--- src/sv/adaptive_batch_backoff_controller_defines.svh ---
// ----------------------------------------------------------------------------
// adaptive batch backoff controller: assertion macros
// concurrent checks sampled on clk, switched off while rst is high
// ----------------------------------------------------------------------------
`ifndef ADAPTIVE_BATCH_BACKOFF_CONTROLLER_DEFINES_SVH
`define ADAPTIVE_BATCH_BACKOFF_CONTROLLER_DEFINES_SVH

// consequent checked in the same cycle as the antecedent
`define ABBC_ASSERT_SAME(label, ante, cons) \
  label: assert property (@(posedge clk) disable iff (rst) (ante) |-> (cons)) \
    else $error("abbc: same-cycle check failed");

// consequent checked in the cycle after the antecedent
`define ABBC_ASSERT_NEXT(label, ante, cons) \
  label: assert property (@(posedge clk) disable iff (rst) (ante) |=> (cons)) \
    else $error("abbc: next-cycle check failed");

`endif

--- src/sv/abbc_pkg.sv ---
// ----------------------------------------------------------------------------
// abbc_pkg
// shared widths, codes and the queued event record
// ----------------------------------------------------------------------------
`default_nettype none

package abbc_pkg;

  localparam int MAX_BATCH_LIMIT = 256;
  localparam int MIN_BATCH       = 1;
  localparam int HEALTHY_RUN_LEN = 4;
  localparam int QUEUE_DEPTH     = 2;

  localparam int BATCH_W    = 9;
  localparam int STAMP_W    = 64;
  localparam int DELAY_W    = 32;
  localparam int DROP_W     = 32;
  localparam int FILL_W     = 16;
  localparam int COUNT_W    = 9;
  localparam int CFG_IDX_W  = 3;
  localparam int CFG_DATA_W = 32;

  typedef logic [BATCH_W-1:0] batch_t;
  typedef logic [STAMP_W-1:0] stamp_t;
  typedef logic [DELAY_W-1:0] delay_t;
  typedef logic [DROP_W-1:0]  drop_t;
  typedef logic [FILL_W-1:0]  fill_t;
  typedef logic [COUNT_W-1:0] count_t;

  // register indexes
  localparam logic [CFG_IDX_W-1:0] REG_MAX_BATCH      = 3'd0;
  localparam logic [CFG_IDX_W-1:0] REG_INITIAL_BATCH  = 3'd1;
  localparam logic [CFG_IDX_W-1:0] REG_RETRY_START    = 3'd2;
  localparam logic [CFG_IDX_W-1:0] REG_RETRY_MAX      = 3'd3;
  localparam logic [CFG_IDX_W-1:0] REG_RESYNC_ENABLED = 3'd4;

  // register reset values
  localparam batch_t RST_MAX_BATCH     = 9'd64;
  localparam batch_t RST_INITIAL_BATCH = 9'd16;
  localparam delay_t RST_RETRY_START   = 32'd1000000;
  localparam delay_t RST_RETRY_MAX     = 32'd1000000000;

  typedef enum logic [1:0] {
    CMD_REPORT   = 2'd0,
    CMD_ADMIT    = 2'd1,
    CMD_RESULT   = 2'd2,
    CMD_ACK_LOSS = 2'd3
  } cmd_t;

  typedef enum logic [1:0] {
    LVL_NORMAL    = 2'd0,
    LVL_NEAR_FULL = 2'd1,
    LVL_FULL      = 2'd2,
    LVL_LOSS      = 2'd3
  } level_t;

  typedef enum logic [2:0] {
    ST_OK         = 3'd0,
    ST_RETRY      = 3'd1,
    ST_REJECT     = 3'd2,
    ST_BUSY       = 3'd3,
    ST_INCOMPLETE = 3'd4
  } status_t;

  // classified event, as held in the queue between front and back
  typedef struct packed {
    cmd_t   cmd;
    stamp_t now;
    level_t lvl;
    drop_t  drops;
    logic   rs_ok;
    logic   cnt_nz;      // flush carries entries
    logic   half_free;   // fill below half of capacity
    logic   overfill;    // fill plus entries exceeds capacity
    logic   short_done;  // fewer entries done than submitted
    logic   busy;
  } op_t;

endpackage

`default_nettype wire

--- src/sv/abbc_evt_if.sv ---
// ----------------------------------------------------------------------------
// abbc_evt_if
// event channel: valid/ready with the event fields
// ----------------------------------------------------------------------------
`default_nettype none

interface abbc_evt_if;
  import abbc_pkg::*;

  logic                 valid;
  logic                 ready;
  logic [1:0]           command;
  logic [STAMP_W-1:0]   now_ns;
  logic [1:0]           pressure_level;
  logic [FILL_W-1:0]    queue_fill;
  logic [FILL_W-1:0]    queue_capacity;
  logic [DROP_W-1:0]    drop_total;
  logic                 resync_ok;
  logic [COUNT_W-1:0]   flush_entries;
  logic [COUNT_W-1:0]   entries_done;
  logic                 device_busy;

  modport source (
    output valid, command, now_ns, pressure_level, queue_fill, queue_capacity,
           drop_total, resync_ok, flush_entries, entries_done, device_busy,
    input  ready
  );

  modport sink (
    input  valid, command, now_ns, pressure_level, queue_fill, queue_capacity,
           drop_total, resync_ok, flush_entries, entries_done, device_busy,
    output ready
  );
endinterface

`default_nettype wire

--- src/sv/abbc_res_if.sv ---
// ----------------------------------------------------------------------------
// abbc_res_if
// result channel: valid/ready with the result fields
// ----------------------------------------------------------------------------
`default_nettype none

interface abbc_res_if;
  import abbc_pkg::*;

  logic               valid;
  logic               ready;
  logic [2:0]         status;
  logic [BATCH_W-1:0] target_size;
  logic               pressured;
  logic               resync_requested;
  logic               loss_acked;
  logic [STAMP_W-1:0] retry_deadline_ns;

  modport source (
    output valid, status, target_size, pressured, resync_requested, loss_acked,
           retry_deadline_ns,
    input  ready
  );

  modport sink (
    input  valid, status, target_size, pressured, resync_requested, loss_acked,
           retry_deadline_ns,
    output ready
  );
endinterface

`default_nettype wire

--- src/sv/adaptive_batch_backoff_controller.sv ---
// ----------------------------------------------------------------------------
// adaptive_batch_backoff_controller
// batch-size adaptation and retry backoff for a device event path
// ----------------------------------------------------------------------------
// The block takes one event per clock while its queue has room and answers
// each with exactly one result. An event is accepted on evt, passes through
// a two-entry queue and is carried out by the back end, whose combinational
// state update sets the sustained rate of one event per cycle while results
// are taken; the result is loaded into an output register when the queue is
// popped and stays there until it is taken on res, while further events keep
// filling the queue. Configuration goes through cfg_we/cfg_index/cfg_data and
// is meant to be written only when no result is outstanding; a write of the
// batch size limit or of the starting batch size reloads the target batch
// size, and a write of retry_start_ns restarts the backoff and clears the
// retry window. There is no clearing pass after reset.
`default_nettype none
`include "adaptive_batch_backoff_controller_defines.svh"

module adaptive_batch_backoff_controller #(
  parameter int HEALTHY_RUN_LEN = abbc_pkg::HEALTHY_RUN_LEN,
  parameter int QUEUE_DEPTH     = abbc_pkg::QUEUE_DEPTH
) (
  input  logic                            clk,
  input  logic                            rst,
  abbc_evt_if.sink                        evt,
  abbc_res_if.source                      res,
  input  logic                            cfg_we,
  input  logic [abbc_pkg::CFG_IDX_W-1:0]  cfg_index,
  input  logic [abbc_pkg::CFG_DATA_W-1:0] cfg_data
);
  import abbc_pkg::*;

  // front to queue
  logic push;
  logic q_full;
  op_t  op_in;

  // queue to back
  logic q_valid;
  logic pop;
  op_t  op_out;

  // front: accept and classify, stalls only when the queue is full
  abbc_front u_front (
    .evt    (evt),
    .q_full (q_full),
    .push   (push),
    .op     (op_in)
  );

  // queue: lets the front keep taking transfers while a result waits
  abbc_queue #(
    .DEPTH (QUEUE_DEPTH)
  ) u_queue (
    .clk     (clk),
    .rst     (rst),
    .push    (push),
    .wr_data (op_in),
    .full    (q_full),
    .pop     (pop),
    .valid   (q_valid),
    .rd_data (op_out)
  );

  // back: state update and result register, pops when the register frees
  abbc_back #(
    .HEALTHY_RUN_LEN (HEALTHY_RUN_LEN)
  ) u_back (
    .clk       (clk),
    .rst       (rst),
    .cfg_we    (cfg_we),
    .cfg_index (cfg_index),
    .cfg_data  (cfg_data),
    .q_valid   (q_valid),
    .op        (op_out),
    .pop       (pop),
    .res       (res)
  );

  // an accepted transfer must be waiting in the queue next cycle
  `ABBC_ASSERT_NEXT(a_push_lands, evt.valid && evt.ready, q_valid)

  // a retry window rejection needs a live deadline
  `ABBC_ASSERT_SAME(a_retry_has_deadline, res.valid && (res.status == ST_RETRY),
                    res.retry_deadline_ns != '0)

  // arming the backoff always leaves a non-zero deadline
  `ABBC_ASSERT_SAME(a_arm_has_deadline,
                    res.valid && ((res.status == ST_REJECT) || (res.status == ST_BUSY)),
                    res.retry_deadline_ns != '0)

  // a resync is only requested for a report judged as pressure
  `ABBC_ASSERT_SAME(a_resync_under_pressure, res.valid && res.resync_requested,
                    res.pressured)

  // the target never drops below the minimum batch size
  `ABBC_ASSERT_SAME(a_target_floor, res.valid,
                    res.target_size >= BATCH_W'(MIN_BATCH))
endmodule

`default_nettype wire

--- src/sv/abbc_front.sv ---
// ----------------------------------------------------------------------------
// abbc_front
// accepts events and reduces the device fields to a queued event record
// ----------------------------------------------------------------------------
`default_nettype none

module abbc_front (
  abbc_evt_if.sink       evt,
  input  logic           q_full,
  output logic           push,
  output abbc_pkg::op_t  op
);
  import abbc_pkg::*;

  logic [FILL_W:0] fill_sum;

  assign evt.ready = !q_full;
  assign push      = evt.valid && !q_full;

  // queued records plus the flush, one bit of headroom
  assign fill_sum = {1'b0, evt.queue_fill}
                  + {{(FILL_W + 1 - COUNT_W){1'b0}}, evt.flush_entries};

  always_comb begin
    op.cmd        = cmd_t'(evt.command);
    op.now        = evt.now_ns;
    op.lvl        = level_t'(evt.pressure_level);
    op.drops      = evt.drop_total;
    op.rs_ok      = evt.resync_ok;
    op.cnt_nz     = (evt.flush_entries != '0);
    op.half_free  = (evt.queue_fill < (evt.queue_capacity >> 1));
    op.overfill   = (fill_sum > {1'b0, evt.queue_capacity});
    // clamping done to count leaves a shortfall exactly when done < count
    op.short_done = (evt.entries_done < evt.flush_entries);
    op.busy       = evt.device_busy;
  end
endmodule

`default_nettype wire

--- src/sv/abbc_queue.sv ---
// ----------------------------------------------------------------------------
// abbc_queue
// short event queue decoupling the front from the back
// ----------------------------------------------------------------------------
`default_nettype none

module abbc_queue #(
  parameter int DEPTH = abbc_pkg::QUEUE_DEPTH
) (
  input  logic           clk,
  input  logic           rst,
  input  logic           push,
  input  abbc_pkg::op_t  wr_data,
  output logic           full,
  input  logic           pop,
  output logic           valid,
  output abbc_pkg::op_t  rd_data
);
  import abbc_pkg::*;

  localparam int PTR_W = (DEPTH > 1) ? $clog2(DEPTH) : 1;
  localparam int CNT_W = $clog2(DEPTH + 1);

  op_t              slots [DEPTH];
  logic [PTR_W-1:0] wr_ptr;
  logic [PTR_W-1:0] rd_ptr;
  logic [CNT_W-1:0] count;

  assign full    = (count == CNT_W'(DEPTH));
  assign valid   = (count != '0);
  assign rd_data = slots[rd_ptr];

  always_ff @(posedge clk) begin
    if (rst) begin
      wr_ptr <= '0;
      rd_ptr <= '0;
      count  <= '0;
    end else begin
      if (push) begin
        wr_ptr <= (wr_ptr == PTR_W'(DEPTH - 1)) ? '0 : wr_ptr + PTR_W'(1);
      end
      if (pop) begin
        rd_ptr <= (rd_ptr == PTR_W'(DEPTH - 1)) ? '0 : rd_ptr + PTR_W'(1);
      end
      if (push && !pop) begin
        count <= count + CNT_W'(1);
      end else if (pop && !push) begin
        count <= count - CNT_W'(1);
      end
    end
  end

  always_ff @(posedge clk) begin
    if (push) begin
      slots[wr_ptr] <= wr_data;
    end
  end
endmodule

`default_nettype wire

--- src/sv/abbc_back.sv ---
// ----------------------------------------------------------------------------
// abbc_back
// configuration, controller state update and the result register
// ----------------------------------------------------------------------------
`default_nettype none

module abbc_back #(
  parameter int HEALTHY_RUN_LEN = abbc_pkg::HEALTHY_RUN_LEN
) (
  input  logic                           clk,
  input  logic                           rst,
  input  logic                           cfg_we,
  input  logic [abbc_pkg::CFG_IDX_W-1:0] cfg_index,
  input  logic [abbc_pkg::CFG_DATA_W-1:0] cfg_data,
  input  logic                           q_valid,
  input  abbc_pkg::op_t                  op,
  output logic                           pop,
  abbc_res_if.source                     res
);
  import abbc_pkg::*;

  localparam int RUN_W = $clog2(HEALTHY_RUN_LEN + 1);
  localparam batch_t BATCH_CEIL  = (MAX_BATCH_LIMIT > 511) ? 9'd511
                                                         : BATCH_W'(MAX_BATCH_LIMIT);
  localparam batch_t BATCH_FLOOR = BATCH_W'(MIN_BATCH);

  function automatic batch_t eff_max(input batch_t mb);
    batch_t m;
    m = (mb > BATCH_CEIL) ? BATCH_CEIL : mb;
    if (m < BATCH_FLOOR) m = BATCH_FLOOR;
    return m;
  endfunction

  function automatic batch_t bound_size(input batch_t v, input batch_t m);
    if (v < BATCH_FLOOR) return BATCH_FLOOR;
    if (v > m) return m;
    return v;
  endfunction

  function automatic stamp_t arm_deadline(input stamp_t now, input delay_t d);
    logic [STAMP_W:0] sum;
    sum = {1'b0, now} + {{(STAMP_W + 1 - DELAY_W){1'b0}}, d};
    return sum[STAMP_W] ? '1 : sum[STAMP_W-1:0];
  endfunction

  function automatic delay_t arm_delay(input delay_t d, input delay_t rmax);
    return (d >= (rmax >> 1)) ? rmax : {d[DELAY_W-2:0], 1'b0};
  endfunction

  // configuration registers
  batch_t batch_cap;
  batch_t batch_seed;
  delay_t retry_start;
  delay_t retry_max;
  logic   resync_enabled;

  // controller state
  batch_t           target_size_reg, target_size_next;
  logic [RUN_W-1:0] healthy_run, healthy_run_next;
  drop_t            drop_watermark, drop_watermark_next;
  logic             loss_ack_flag, loss_ack_flag_next;
  stamp_t           retry_deadline, retry_deadline_next;
  delay_t           backoff_delay, backoff_delay_next;

  // result register
  logic    out_valid;
  status_t status_next;
  logic    pressured_next;
  logic    resync_next;

  batch_t m_eff;
  delay_t start_eff;
  logic   in_window;
  logic   judge_en;

  assign m_eff     = eff_max(batch_cap);
  assign start_eff = (retry_start != '0) ? retry_start : DELAY_W'(1);
  assign in_window = (op.now != '0) && (retry_deadline > op.now);
  assign judge_en  = (op.cmd == CMD_REPORT)
                  || ((op.cmd == CMD_ADMIT) && op.cnt_nz && !in_window);
  assign pop       = q_valid && (!out_valid || res.ready);

  always_comb begin
    logic p;
    delay_t d;
    target_size_next    = target_size_reg;
    healthy_run_next    = healthy_run;
    drop_watermark_next = drop_watermark;
    loss_ack_flag_next  = loss_ack_flag;
    retry_deadline_next = retry_deadline;
    backoff_delay_next  = backoff_delay;
    status_next         = ST_OK;
    pressured_next      = 1'b0;
    resync_next         = 1'b0;
    p                   = 1'b0;
    d                   = '0;

    // judge the carried report
    if (judge_en) begin
      if (op.drops > drop_watermark_next) begin
        drop_watermark_next = op.drops;
        loss_ack_flag_next  = 1'b0;
        p                   = 1'b1;
      end
      if ((op.lvl == LVL_NEAR_FULL) || (op.lvl == LVL_FULL)
          || ((op.lvl == LVL_LOSS) && !loss_ack_flag_next)) begin
        p = 1'b1;
      end
      if (p) begin
        if ((op.lvl == LVL_LOSS) && !loss_ack_flag_next && resync_enabled) begin
          resync_next = 1'b1;
          if (op.rs_ok) loss_ack_flag_next = 1'b1;
        end
        target_size_next = bound_size(target_size_next >> 1, m_eff);
        healthy_run_next = '0;
      end else if ((op.lvl == LVL_NORMAL) && op.half_free) begin
        if (healthy_run_next < RUN_W'(HEALTHY_RUN_LEN)) begin
          healthy_run_next = healthy_run_next + RUN_W'(1);
        end
        if ((healthy_run_next >= RUN_W'(HEALTHY_RUN_LEN))
            && (target_size_next < m_eff)) begin
          target_size_next = bound_size((target_size_next > (m_eff >> 1))
                                        ? m_eff : {target_size_next[BATCH_W-2:0], 1'b0},
                                        m_eff);
          healthy_run_next = '0;
        end
      end else begin
        healthy_run_next = '0;
        if (loss_ack_flag_next) begin
          retry_deadline_next = '0;
          backoff_delay_next  = start_eff;
        end
      end
      pressured_next = p;
    end

    case (op.cmd)
      CMD_REPORT: begin
      end
      CMD_ADMIT: begin
        if (op.cnt_nz) begin
          if (in_window) begin
            status_next = ST_RETRY;
          end else if (((op.lvl == LVL_LOSS) && !loss_ack_flag_next)
                       || (op.lvl == LVL_FULL) || op.overfill) begin
            status_next         = ST_REJECT;
            d                   = (backoff_delay_next != '0) ? backoff_delay_next : start_eff;
            retry_deadline_next = arm_deadline(op.now, d);
            backoff_delay_next  = arm_delay(d, retry_max);
          end
        end
      end
      CMD_RESULT: begin
        if (op.cnt_nz) begin
          if (op.busy) begin
            target_size_next    = bound_size(target_size_next >> 1, m_eff);
            healthy_run_next    = '0;
            d                   = (backoff_delay_next != '0) ? backoff_delay_next : start_eff;
            retry_deadline_next = arm_deadline(op.now, d);
            backoff_delay_next  = arm_delay(d, retry_max);
            status_next         = ST_BUSY;
          end else if (op.short_done) begin
            status_next = ST_INCOMPLETE;
          end else begin
            retry_deadline_next = '0;
            backoff_delay_next  = start_eff;
          end
        end
      end
      CMD_ACK_LOSS: begin
        loss_ack_flag_next  = 1'b1;
        healthy_run_next    = '0;
        retry_deadline_next = '0;
        backoff_delay_next  = start_eff;
      end
      default: begin
      end
    endcase
  end

  always_ff @(posedge clk) begin
    if (rst) begin
      batch_cap       <= RST_MAX_BATCH;
      batch_seed      <= RST_INITIAL_BATCH;
      retry_start     <= RST_RETRY_START;
      retry_max       <= RST_RETRY_MAX;
      resync_enabled  <= 1'b0;
      target_size_reg <= bound_size(RST_INITIAL_BATCH, eff_max(RST_MAX_BATCH));
      healthy_run     <= '0;
      drop_watermark  <= '0;
      loss_ack_flag   <= 1'b0;
      retry_deadline  <= '0;
      backoff_delay   <= RST_RETRY_START;
      out_valid       <= 1'b0;
    end else begin
      if (cfg_we) begin
        case (cfg_index)
          REG_MAX_BATCH: begin
            batch_cap       <= cfg_data[BATCH_W-1:0];
            target_size_reg <= bound_size(batch_seed, eff_max(cfg_data[BATCH_W-1:0]));
          end
          REG_INITIAL_BATCH: begin
            batch_seed      <= cfg_data[BATCH_W-1:0];
            target_size_reg <= bound_size(cfg_data[BATCH_W-1:0], m_eff);
          end
          REG_RETRY_START: begin
            retry_start    <= cfg_data[DELAY_W-1:0];
            backoff_delay  <= (cfg_data[DELAY_W-1:0] != '0) ? cfg_data[DELAY_W-1:0]
                                                            : DELAY_W'(1);
            retry_deadline <= '0;
          end
          REG_RETRY_MAX: begin
            retry_max <= cfg_data[DELAY_W-1:0];
          end
          REG_RESYNC_ENABLED: begin
            resync_enabled <= cfg_data[0];
          end
          default: begin
          end
        endcase
      end else if (pop) begin
        target_size_reg <= target_size_next;
        healthy_run     <= healthy_run_next;
        drop_watermark  <= drop_watermark_next;
        loss_ack_flag   <= loss_ack_flag_next;
        retry_deadline  <= retry_deadline_next;
        backoff_delay   <= backoff_delay_next;
      end

      if (pop) begin
        out_valid <= 1'b1;
      end else if (res.ready) begin
        out_valid <= 1'b0;
      end
    end
  end

  always_ff @(posedge clk) begin
    if (pop) begin
      res.status            <= status_next;
      res.target_size       <= target_size_next;
      res.pressured         <= pressured_next;
      res.resync_requested  <= resync_next;
      res.loss_acked        <= loss_ack_flag_next;
      res.retry_deadline_ns <= retry_deadline_next;
    end
  end

  assign res.valid = out_valid;
endmodule

`default_nettype wire

--- src/flat_wrapper.sv ---
// flat-port wrapper written by rule: the top's interface ports become plain ports
module adaptive_batch_backoff_controller_flat import abbc_pkg::*;
#(
  parameter int HEALTHY_RUN_LEN = abbc_pkg::HEALTHY_RUN_LEN,
  parameter int QUEUE_DEPTH     = abbc_pkg::QUEUE_DEPTH
)
  (clk, rst, cfg_we, cfg_index, cfg_data, evt_valid, evt_command, evt_now_ns, evt_pressure_level, evt_queue_fill, evt_queue_capacity, evt_drop_total, evt_resync_ok, evt_flush_entries, evt_entries_done, evt_device_busy, evt_ready, res_valid, res_status, res_target_size, res_pressured, res_resync_requested, res_loss_acked, res_retry_deadline_ns, res_ready);
  abbc_evt_if evt_i ();
  abbc_res_if res_i ();
  input  logic clk;
  input  logic rst;
  input  logic cfg_we;
  input  logic [abbc_pkg::CFG_IDX_W-1:0] cfg_index;
  input  logic [abbc_pkg::CFG_DATA_W-1:0] cfg_data;
  input wire logic [$bits(evt_i.valid)-1:0] evt_valid;
  input wire logic [$bits(evt_i.command)-1:0] evt_command;
  input wire logic [$bits(evt_i.now_ns)-1:0] evt_now_ns;
  input wire logic [$bits(evt_i.pressure_level)-1:0] evt_pressure_level;
  input wire logic [$bits(evt_i.queue_fill)-1:0] evt_queue_fill;
  input wire logic [$bits(evt_i.queue_capacity)-1:0] evt_queue_capacity;
  input wire logic [$bits(evt_i.drop_total)-1:0] evt_drop_total;
  input wire logic [$bits(evt_i.resync_ok)-1:0] evt_resync_ok;
  input wire logic [$bits(evt_i.flush_entries)-1:0] evt_flush_entries;
  input wire logic [$bits(evt_i.entries_done)-1:0] evt_entries_done;
  input wire logic [$bits(evt_i.device_busy)-1:0] evt_device_busy;
  output wire logic [$bits(evt_i.ready)-1:0] evt_ready;
  output wire logic [$bits(res_i.valid)-1:0] res_valid;
  output wire logic [$bits(res_i.status)-1:0] res_status;
  output wire logic [$bits(res_i.target_size)-1:0] res_target_size;
  output wire logic [$bits(res_i.pressured)-1:0] res_pressured;
  output wire logic [$bits(res_i.resync_requested)-1:0] res_resync_requested;
  output wire logic [$bits(res_i.loss_acked)-1:0] res_loss_acked;
  output wire logic [$bits(res_i.retry_deadline_ns)-1:0] res_retry_deadline_ns;
  input wire logic [$bits(res_i.ready)-1:0] res_ready;
  assign evt_i.valid = evt_valid;
  assign evt_i.command = evt_command;
  assign evt_i.now_ns = evt_now_ns;
  assign evt_i.pressure_level = evt_pressure_level;
  assign evt_i.queue_fill = evt_queue_fill;
  assign evt_i.queue_capacity = evt_queue_capacity;
  assign evt_i.drop_total = evt_drop_total;
  assign evt_i.resync_ok = evt_resync_ok;
  assign evt_i.flush_entries = evt_flush_entries;
  assign evt_i.entries_done = evt_entries_done;
  assign evt_i.device_busy = evt_device_busy;
  assign evt_ready = evt_i.ready;
  assign res_valid = res_i.valid;
  assign res_status = res_i.status;
  assign res_target_size = res_i.target_size;
  assign res_pressured = res_i.pressured;
  assign res_resync_requested = res_i.resync_requested;
  assign res_loss_acked = res_i.loss_acked;
  assign res_retry_deadline_ns = res_i.retry_deadline_ns;
  assign res_i.ready = res_ready;
  adaptive_batch_backoff_controller #(.HEALTHY_RUN_LEN(HEALTHY_RUN_LEN), .QUEUE_DEPTH(QUEUE_DEPTH)) u_core (.clk(clk), .rst(rst), .evt(evt_i), .res(res_i), .cfg_we(cfg_we), .cfg_index(cfg_index), .cfg_data(cfg_data));
endmodule
--- config.mk ---
export PLATFORM = sky130hd
export DESIGN_NAME = adaptive_batch_backoff_controller_flat
export DESIGN_NICKNAME = d
export VERILOG_FILES = /design/src/sv/abbc_pkg.sv /design/src/sv/abbc_evt_if.sv /design/src/sv/abbc_res_if.sv /design/src/sv/adaptive_batch_backoff_controller.sv /design/src/sv/abbc_front.sv /design/src/sv/abbc_queue.sv /design/src/sv/abbc_back.sv /design/src/flat_wrapper.sv
export VERILOG_INCLUDE_DIRS = /design/src /design/src/sv
export SDC_FILE = /design/constraint.sdc
export NUM_CORES = 2
export LEC_CHECK = 0
export CORE_MARGIN = 4
export CORE_UTILIZATION = 53
export CTS_BUF_LIST = sky130_fd_sc_hd__clkbuf_2
export DETAILED_ROUTE_END_ITERATION = 10
export DONT_BUFFER_PORTS = 1
export GPL_TIMING_DRIVEN = 1
export PLACE_DENSITY = 0.68
export SYNTH_ARGS = -nofsm -noshare
export SYNTH_HDL_FRONTEND = slang
export SYNTH_SLANG_ARGS = --single-unit
--- constraint.sdc ---
create_clock -name clk -period 19.93 [get_ports clk]
set_input_delay 0.9965 -clock clk [delete_from_list [all_inputs] [get_ports clk]]
set_output_delay 0.9965 -clock clk [all_outputs]
set_load 0.03 [all_outputs]
==> impl_metrics.yaml <==
hold_path:
  hold_class: "in -> reg"
synth:
  yosysSeqAreaShare_pct: 40.9
  synth_nets: 4000
  synth_flop_cell: "edfxtp_1"
  synth.avg_cell_area_um2: 9.23
  synthArstFlopShare_pct: 0
  synth_area_leaders: "edfxtp_1 (27%), dfxtp_1 (14%), ha_1 (10%)"
  syn_inst: 3533
  synth_warnings: 0
  synth_area_leader_cell: "edfxtp_1"
  synth.distinct_cells: 94
  ys_ff_latch: 521
  synth_top_area_share_pct: 26.8
  netlist_area_um2: 32600
  synth_edf_count: 291
die:
  core_area_um2: 60700
  die_h_um: 256
  die_area_um2: 65600
  row_count: 90
  start_util_pct: 53.7
  io_pins: 273
  die_w_um: 256
worst_setup_path:
  end_kind: "flip-flop"
  critPathKind: "reg -> reg"
  required_ps: 21100
  cp.arrival_ps: 11250
  cp-start-kind: "flip-flop"
  cp_max_fo: 62
route:
  avgRoutedWirePerCell_um: 25.4
  final_antenna_net_count: 0
  drc_errors: 0
  drt_iter0_drc: 3841
  wl_mm: 117
  via_count: 30300
  first_pass_iters: 7
  vias_per_cell: 6.59
timing:
  rsz0062_at_grt: "no"
  timing.hold.ws_ps: 100
  tns_ps: 0
  hold_viol_final: 0
  slew_violations: 0
  max_slew_margin_pct: 4.35
  fin_crit_sh_pct: 50.6
  tightest_slew_ps: 1430
  period_needed_ps: 10090
  finalClockSkew_ps: 153
  fmax_mhz: 99.1
  setup_viol: 0
run:
  cap_violations: 0
pwr:
  p_leak_nw: 14.1
  vdd_drop_max_uv: 79.4
  power_w: 0.00492
  cellPowerDensity_nw_per_um2: 136
cells_and_area:
  multi_input_area_um2: 17900
  top_register: "u_core.u_queue.slots"
  regArea_um2: 13300
  layout_commonest_cell: "nand2_1"
  syn_to_final_growth_pct: 11.1
  largest_reg_flops: 212
  layout-drive-gt1-share_pct: 10.6
  n_fill_cell: 5264
  nNetsFinal: 4169
  final_cell_mix: "nand2_1 (425), edfxtp_1 (291), a21oi_1 (282), ha_1 (273)"
  reg_top3: "u_core.u_queue.slots x212, u_core.u_back.res.retry_deadline_ns x64, u_core.u_back.retry_deadline x64"
clock_tree:
  clkLatencyLatePin_ps: 1400
  cts_setup_buffers: 0
  ctsResizeCount: 0
  cts_root_buf: "clkbuf_2"
  cts.sinks: 521
  clk_pin_slew_worst_paths_ps: 110
  cts_tree: "done"
  numCtsBuffers: 139
  cts.path.max_buffers: 3
  h-tree-depth: 4
run_status:
  status: "completed"
global_routing:
  grt_overflow: 0
  track_usage_pct: 34.4
  grtUsageMet1_pct: 44.6
  antenna_found_initial: 6
  grt_pass1_wl_mm: 176
  grt_use_met3_pct: 8.88
  grt_pass1_vias: 29400
  use_met2_pct: 54.4
  grt_start_max_net_pins: 143
  grt.busiest_layer: "met2"
place:
  io_buffers: 0
  dp_hpwl_mm: 80.9
  place.gp.congestion: 0.986
[where the power goes]
group / internal, W / total (W) / switching (W)
sequential: 0.00142 / 0.00176 / 0.000334
clock: 0.000326 / 0.000807 / 0.000481
combinational: 0.000800 / 0.00235 / 0.00155
[worst paths after layout]
check	to	depth (start not counted)	from	slack, ps
setup reg to reg	u_core.u_back.res.retry_deadline_ns[0]$_DFFE_PP_	26	flip-flop	9840
hold reg to reg	u_core.u_back.retry_start[0]$_SDFFE_PP0P_	2	u_core.u_back.retry_start[0]$_SDFFE_PP0P_	460
hold / removal	u_core.u_back.target_size_reg[4]$_SDFFE_PP1P_	4	cfg_data[4]	100
setup / recovery	u_core.u_back.res.retry_deadline_ns[0]$_DFFE_PP_	26	flip-flop	9840
[critical path: stages (launching register included)]
cell and delay, ps:
dfxtp_4 520, buf_4 780, mux2i_1 360, ha_1 400, nand4_1 160, nor4_1 1170, o41a_1 560, nor4_4 140
nor3_2 200, buf_4 240, o22a_2 490, buf_4 570, mux2_2 440, ha_1 410, nand4_1 270, nor3_1 400
nand4bb_1 300, a2111oi_0 480, buf_4 220, o211ai_1 80, buf_4 210, nor2_1 330, buf_4 400, o21ai_0 200
nand2_1 150, a22oi_1 90, a21oi_1 230
[routing by layer]
layer	part of all wire, %	wire length [µm]	vias up
met4	4.4	5110	0
met1	39	46100	14500
met5	0	0	-
met2	45	53100	1876
met3	11	12700	340
li1	-	-	13600
[cell type report]
class / count / area share [%]
tap: 782 / 2.70
sequential: 521 / 36.8
inverter: 189 / 1.96
antenna: 6 / 0.0414
clock inverter: 56 / 0.990
timing repair buffer: 209 / 5.52
clock buffer: 198 / 2.73
multi-input combinational: 2642 / 49.2
[metrics by stage]
| stage | utilization [%] | cell area (µm²) | cells | setup slack, ps |
|---|---|---|---|---|
| floorplan | - | 32600 | 3533 | 11600 |
| global placement | 54.8 | 33200 | 4181 | 10300 |
| detailed placement | 54.8 | 33200 | 4181 | 10160 |
| CTS | 59.7 | 36200 | 4597 | 10090 |
| global route | 59.7 | 36300 | 4602 | 9440 |
| finish | 59.7 | 36300 | 4603 | 9840 |
[cell families after synthesis]
family	count (synthesis)	share of synthesized area, %
DFF	521	40.9
muxes	179	5.84
and+or+nand+nor	1095	15.8
adders and majority gates	275	10.6
buffers and inverters	370	4.51
AOI/OAI and AO/OA	1031	20.7
xor gates and xnor gates	62	1.66
[cells in the mapped netlist (11+ instances only)]
cell type / count
nand2_1: 425
edfxtp_1: 291
a21oi_1: 282
ha_1: 273
dfxtp_1: 230
o21ai_0: 230
nor2_1: 215
inv_1: 186
clkbuf_1: 134
nor3_1: 117
mux2i_1: 98
mux2_2: 79
a21o_1: 65
nor4_1: 65
nand4_1: 61
nand3_1: 56
a22oi_1: 53
a211oi_1: 47
o211ai_1: 39
xnor2_1: 36
a22o_1: 35
nor2b_1: 34
o21a_1: 30
o22ai_1: 29
nand2b_1: 26
xor2_1: 26
buf_2: 25
nand3b_1: 21
o221ai_1: 21
a221o_1: 19
o21ai_1: 19
a31oi_1: 15
a221oi_1: 14
and2_1: 13
o21bai_1: 13
a311oi_1: 12
buf_1: 12
or2_2: 11
or3_1: 11
[repair_timing]
action | 4_1_cts | 5_1_grt
hold buffers | 162 | 0
endpoints found under the setup margin | 0 | 0
endpoints found under the hold margin | 388 | 0
Power figures use the tool's default switching activity.
